**config.mk**
```make
export PLATFORM = sky130hd
export DESIGN_NAME = tcmp_fifo
export DESIGN_NICKNAME = d
export VERILOG_FILES = /design/src/rtl/tcmp_pkg.sv /design/src/rtl/tcmp_fifo.sv
export SDC_FILE = /design/constraint.sdc
export NUM_CORES = 1
export LEC_CHECK = 0
export BUFFER_PORTS_ARGS = -buffer_cell sky130_fd_sc_hd__buf_4
export CAP_MARGIN = 25
export CORE_MARGIN = 3
export CORE_UTILIZATION = 43
export DETAILED_ROUTE_END_ITERATION = 10
export GPL_TIMING_DRIVEN = 0
export HOLD_SLACK_MARGIN = 0.12
export REMOVE_ABC_BUFFERS = 1
export SLEW_MARGIN = 25
export SYNTH_ARGS = -nofsm -noshare
export SYNTH_HDL_FRONTEND = slang
export SYNTH_SLANG_ARGS = --single-unit
```
**constraint.sdc**
```tcl
create_clock -name clk -period 11.1 [get_ports clk]
set_input_delay 2.22 -clock clk [delete_from_list [all_inputs] [get_ports clk]]
set_output_delay 2.22 -clock clk [all_outputs]
set_load 0.1 [all_outputs]
```
**src/rtl/tcmp_pkg.sv**
```systemverilog
// Package for the two-column matrix product block.
// Constants, register codes, queue entry and configuration types.
// No dependencies.
package tcmp_pkg;

  localparam int MaxColumns = 2048;
  localparam int ColIdxW    = $clog2(MaxColumns);
  localparam int ColCntW    = $clog2(MaxColumns + 1);
  localparam int RowLenW    = 12;
  localparam int RowCntW    = 16;
  localparam int LvlCntW    = 16;
  localparam int LenCmpW    = (RowLenW > ColCntW) ? RowLenW : ColCntW;
  localparam int DataW      = 64;
  localparam int HalfW      = DataW / 2;
  localparam int AccW       = 2 * DataW;
  localparam int QDepth     = 4;
  localparam int QPtrW      = $clog2(QDepth);
  localparam int QCntW      = $clog2(QDepth + 1);
  localparam int ApbAddrW   = 4;
  localparam int ApbDataW   = 32;

  localparam logic [1:0] RegRowLength  = 2'd0;
  localparam logic [1:0] RegRowCount   = 2'd1;
  localparam logic [1:0] RegLevelCount = 2'd2;

  localparam logic OpLoad = 1'b0;
  localparam logic OpData = 1'b1;

  typedef struct packed {
    logic [RowLenW-1:0] row_length;
    logic [RowCntW-1:0] row_count;
    logic [LvlCntW-1:0] level_count;
  } cfg_t;

  typedef struct packed {
    logic [DataW-1:0] db_value;
    logic [DataW-1:0] query_first;
    logic [DataW-1:0] query_second;
    logic             row_end;
    logic             level_done;
    logic             final_level;
  } qentry_t;

  function automatic logic [ColCntW-1:0] eff_columns(input logic [RowLenW-1:0] row_length);
    logic [LenCmpW-1:0] len_ext;
    len_ext = LenCmpW'(row_length);
    if (len_ext == '0) begin
      eff_columns = ColCntW'(1);
    end else if (len_ext > LenCmpW'(MaxColumns)) begin
      eff_columns = ColCntW'(MaxColumns);
    end else begin
      eff_columns = ColCntW'(len_ext);
    end
  endfunction

endpackage

```
**src/rtl/tcmp_fifo.sv**
```systemverilog
// Short queue between front and back end.
// Depends on tcmp_pkg.
module tcmp_fifo (
  input  logic                       clk,
  input  logic                       rst,
  input  logic                       push,
  input  tcmp_pkg::qentry_t          push_entry,
  input  logic                       pop,
  output tcmp_pkg::qentry_t          head,
  output logic [tcmp_pkg::QCntW-1:0] count
);

  tcmp_pkg::qentry_t             slots [tcmp_pkg::QDepth];
  logic [tcmp_pkg::QPtrW-1:0]    wr_ptr, rd_ptr;

  assign head = slots[rd_ptr];

  always_ff @(posedge clk) begin
    if (rst) begin
      wr_ptr <= '0;
      rd_ptr <= '0;
      count  <= '0;
    end else begin
      if (push) begin
        wr_ptr <= (wr_ptr == tcmp_pkg::QPtrW'(tcmp_pkg::QDepth - 1)) ? '0
                  : wr_ptr + tcmp_pkg::QPtrW'(1);
      end
      if (pop) begin
        rd_ptr <= (rd_ptr == tcmp_pkg::QPtrW'(tcmp_pkg::QDepth - 1)) ? '0
                  : rd_ptr + tcmp_pkg::QPtrW'(1);
      end
      case ({push, pop})
        2'b10:   count <= count + tcmp_pkg::QCntW'(1);
        2'b01:   count <= count - tcmp_pkg::QCntW'(1);
        default: count <= count;
      endcase
    end
  end

  always_ff @(posedge clk) begin
    if (push) begin
      slots[wr_ptr] <= push_entry;
    end
  end

endmodule

```
==> qor.csv <==
stage,metric,value,unit
final_layout,Syn-to-layout area delta,25.5,%
setup_path,Critical Path AT,2.86,ns
clock_network,clock buffer depth,3,
setup_path,critical path class,register to output pin,
route,First-pass DRT Iterations,5,
global_route,global-route wire length before repair,87200,um
route,DR iter-0 viols,694,
timing,minimum clock period,5.08,ns
global_route,largest net degree at the start of global routing,40,
global_route,antenna violations before repair,4,
yosys,share of the synthesized area in the top cell type,82.0,%
setup_path,Critical Path Start Type,register,
hold_path,HP Class,register to register,
setup_path,endpoint type of the worst setup path,output pin,
clock_network,Num Clock Sinks,789,
clock_network,Skew-Pair Late Insertion Delay,0.61,ns
hold_path,Hold Path End,count[2]$_SDFFE_PP0P_,
setup_path,R2R depth,6,
yosys,Synth area leader,edfxtp_1,
final_layout,"commonest non-fill, non-tap cell in the layout",edfxtp_1,
timing,Worst slew margin,63.5,%
timing,clk_skew,0.0146,ns
placed_design,Post-DP HPWL,37700,um
yosys,Post-Syn Area,0.0286,mm^2
floorplan,starting density of the core,43.9,%
floorplan,Core ar.,0.0650,mm^2
route,Final ANT Viol Nets,0,
timing,Worst-Margin Slew,0.547,ns
hold_path,Cells on Worst Hold Path,2,
yosys,Yosys Warn Count,0,
yosys,synthesized instance count,1065,
setup_path,reg2reg setup slack,8.81,ns
setup_path,most frequent CP cell,buf_16,
outcome,status,"complete, no violations",
clock_network,TritonCTS clock tree,built,
clock_network,TritonCTS Buffers,82,
clock_network,clock slew at reported path FFs,0.06,ns
placed_design,final RePlAce weighted congestion,0.690,
clock_network,Post-CTS Hold Fix Bufs,0,
floorplan,Die H,264,um
setup_path,"slowest stage cell, crit path",dfxtp_4,
yosys,Syn Area/Cell,26.8,um^2
power,maximum vdd drop,195,uV
global_route,GRT Total Usage,16.8,%
setup_path,r2r startpoint,wr_ptr[0]$_SDFFE_PP0P_,
yosys,post-synthesis sequential element count,789,
power,Cell Pwr Density,207,mW/mm^2
timing,maximum clock frequency,197,MHz
yosys,post-synthesis cell type count,17,
yosys,register area share after synthesis,82.6,%
timing,final-report setup violation count,0,
power,LEAKAGE,12.0,nW
clock_network,CTS H-tree lvls,3,
run,MaxCap Viol Count,0,
final_layout,share of cells above drive strength 1,46.8,%
timing,period utilization,45.7,%
clock_network,setup bufs post-CTS,0,
timing,total negative setup slack,0,ns
final_layout,"commonest cells after routing, fill and taps aside","edfxtp_1 (780), buf_4 (396), mux4_2 (195), clkbuf_16 (84), buf_12 (27)",
global_route,GR Overflow Total,0,
setup_path,critical path data required time,8.88,ns
final_layout,fin util,55.1,%
floorplan,Site Rows,93,
route,vias,12700,
floorplan,io pins,397,
setup_path,CP max FO,27,
floorplan,die width,264,um
clock_network,post-cts gate resize count,0,
final_layout,Nets,1745,
route,Via density,5.15,
yosys,Area contributors post-synth,"edfxtp_1 (82%), mux4_2 (15%), buf_6 (0.71%), dfxtp_1 (0.63%), buf_2 (0.37%)",
timing,Final Hold Fails,0,
setup_path,max incr delay on CP,0.58,ns
route,drt total wl,58200,um
placed_design,I/O Buffers,396,
timing,final-report max-slew violation count,0,
floorplan,Die ar.,0.0696,mm^2
hold_path,worst hold start,count[2]$_SDFFE_PP0P_,
timing,RSZ-0062 raised after global routing,no,
setup_path,worst-path cell chain,buf_12 > buf_16 > buf_16 > mux4_2 > buf_4,
route,WL per Instance,23.6,um
setup_path,FF-to-FF End,slots[2][157]$_DFFE_PP_,
global_route,vias in the first global route,13700,
clock_network,CTS root buffer,clkbuf_16,
route,drt drc,0,
registers in the layout (all words and copies together) (netlist names), named ones only:
register,count
slots,780
count,3
rd_ptr,2
wr_ptr,2
worst max-delay path, delay by kind of cell (launching register included):
kind	cells	cell delay, ns
multiplexers	1	0.56
flip-flops	1	0.58
buffers and inverters	4	1.06
layer usage:
layer  part of all wire, %  up-vias  global-route usage, %
met1                    40     6659                   21.5
met2                    50      360                   27.2
met5                     0        -                      0
li1                      -     5588                      -
met3                   8.1       77                   5.55
met4                   2.2        0                   5.39
kinds of logic after synthesis:
group / count (synthesis) / share of synthesized area, %
buf+inv: 51 / 1.23
fa+ha+maj: 7 / 0.333
flops: 789 / 82.6
compound gates: 5 / 0.0876
mux: 197 / 15.4
xor+xnor: 2 / 0.0613
simple gates: 14 / 0.254
cells in the mapped netlist (all sizes together):
library cell and count:
a21oi 4, and2 4, buf 39, clkbuf 5, dfxtp 9, edfxtp 780, fa 1, ha 6
inv 7, mux2i 2, mux4 195, nor2 7, nor3b 2, o21ai 1, or3 1, xor2 2
per-stage QoR:
stage               total power [mW]  worst slack (ns)  cells  cell area, um^2  hold slack, ns
floorplan                       4.47            -0.370   1021            28300           0.492
global placement                4.89             -4.68   2272            32300           0.475
detailed placement              4.79              6.56   2310            33200           0.481
CTS                             7.53              5.88   2459            35900           0.493
global route                    7.68              5.81   2460            35900           0.534
finish                          7.42              6.02   2464            35900           0.488
how the worst max path moves through the flow:
stage,to,from,slack (ns),cells past startpoint
2_1_floorplan,head[0],register,-0.37,1
3_3_place_gp,head[15],register,-4.68,2
3_5_place_dp,head[15],register,6.56,5
5_1_grt,head[15],register,5.81,5
6_report,head[15],register,6.02,5
4_1_cts,head[15],register,5.88,5
where the power goes:
part | switching [mW] | internal [mW] | leakage (nW)
logic | 0.949 | 0.329 | 3.46
clock network | 1.08 | 1.63 | 1.32
registers | 0.0288 | 3.40 | 7.24
total | 2.06 | 5.36 | 12.0
cell type report:
cell class | count | area (um^2)
Fill cell | 4879 | 29200
Sequential cell | 789 | 23600
Multi-Input combinational cell | 225 | 4630
Timing Repair Buffer | 434 | 3820
Clock buffer | 102 | 2170
Tap cell | 855 | 1070
Clock inverter | 47 | 529
Inverter | 7 | 26.3
Antenna cell | 5 | 12.5
No activity file was read; power rests on OpenSTA's default activity.
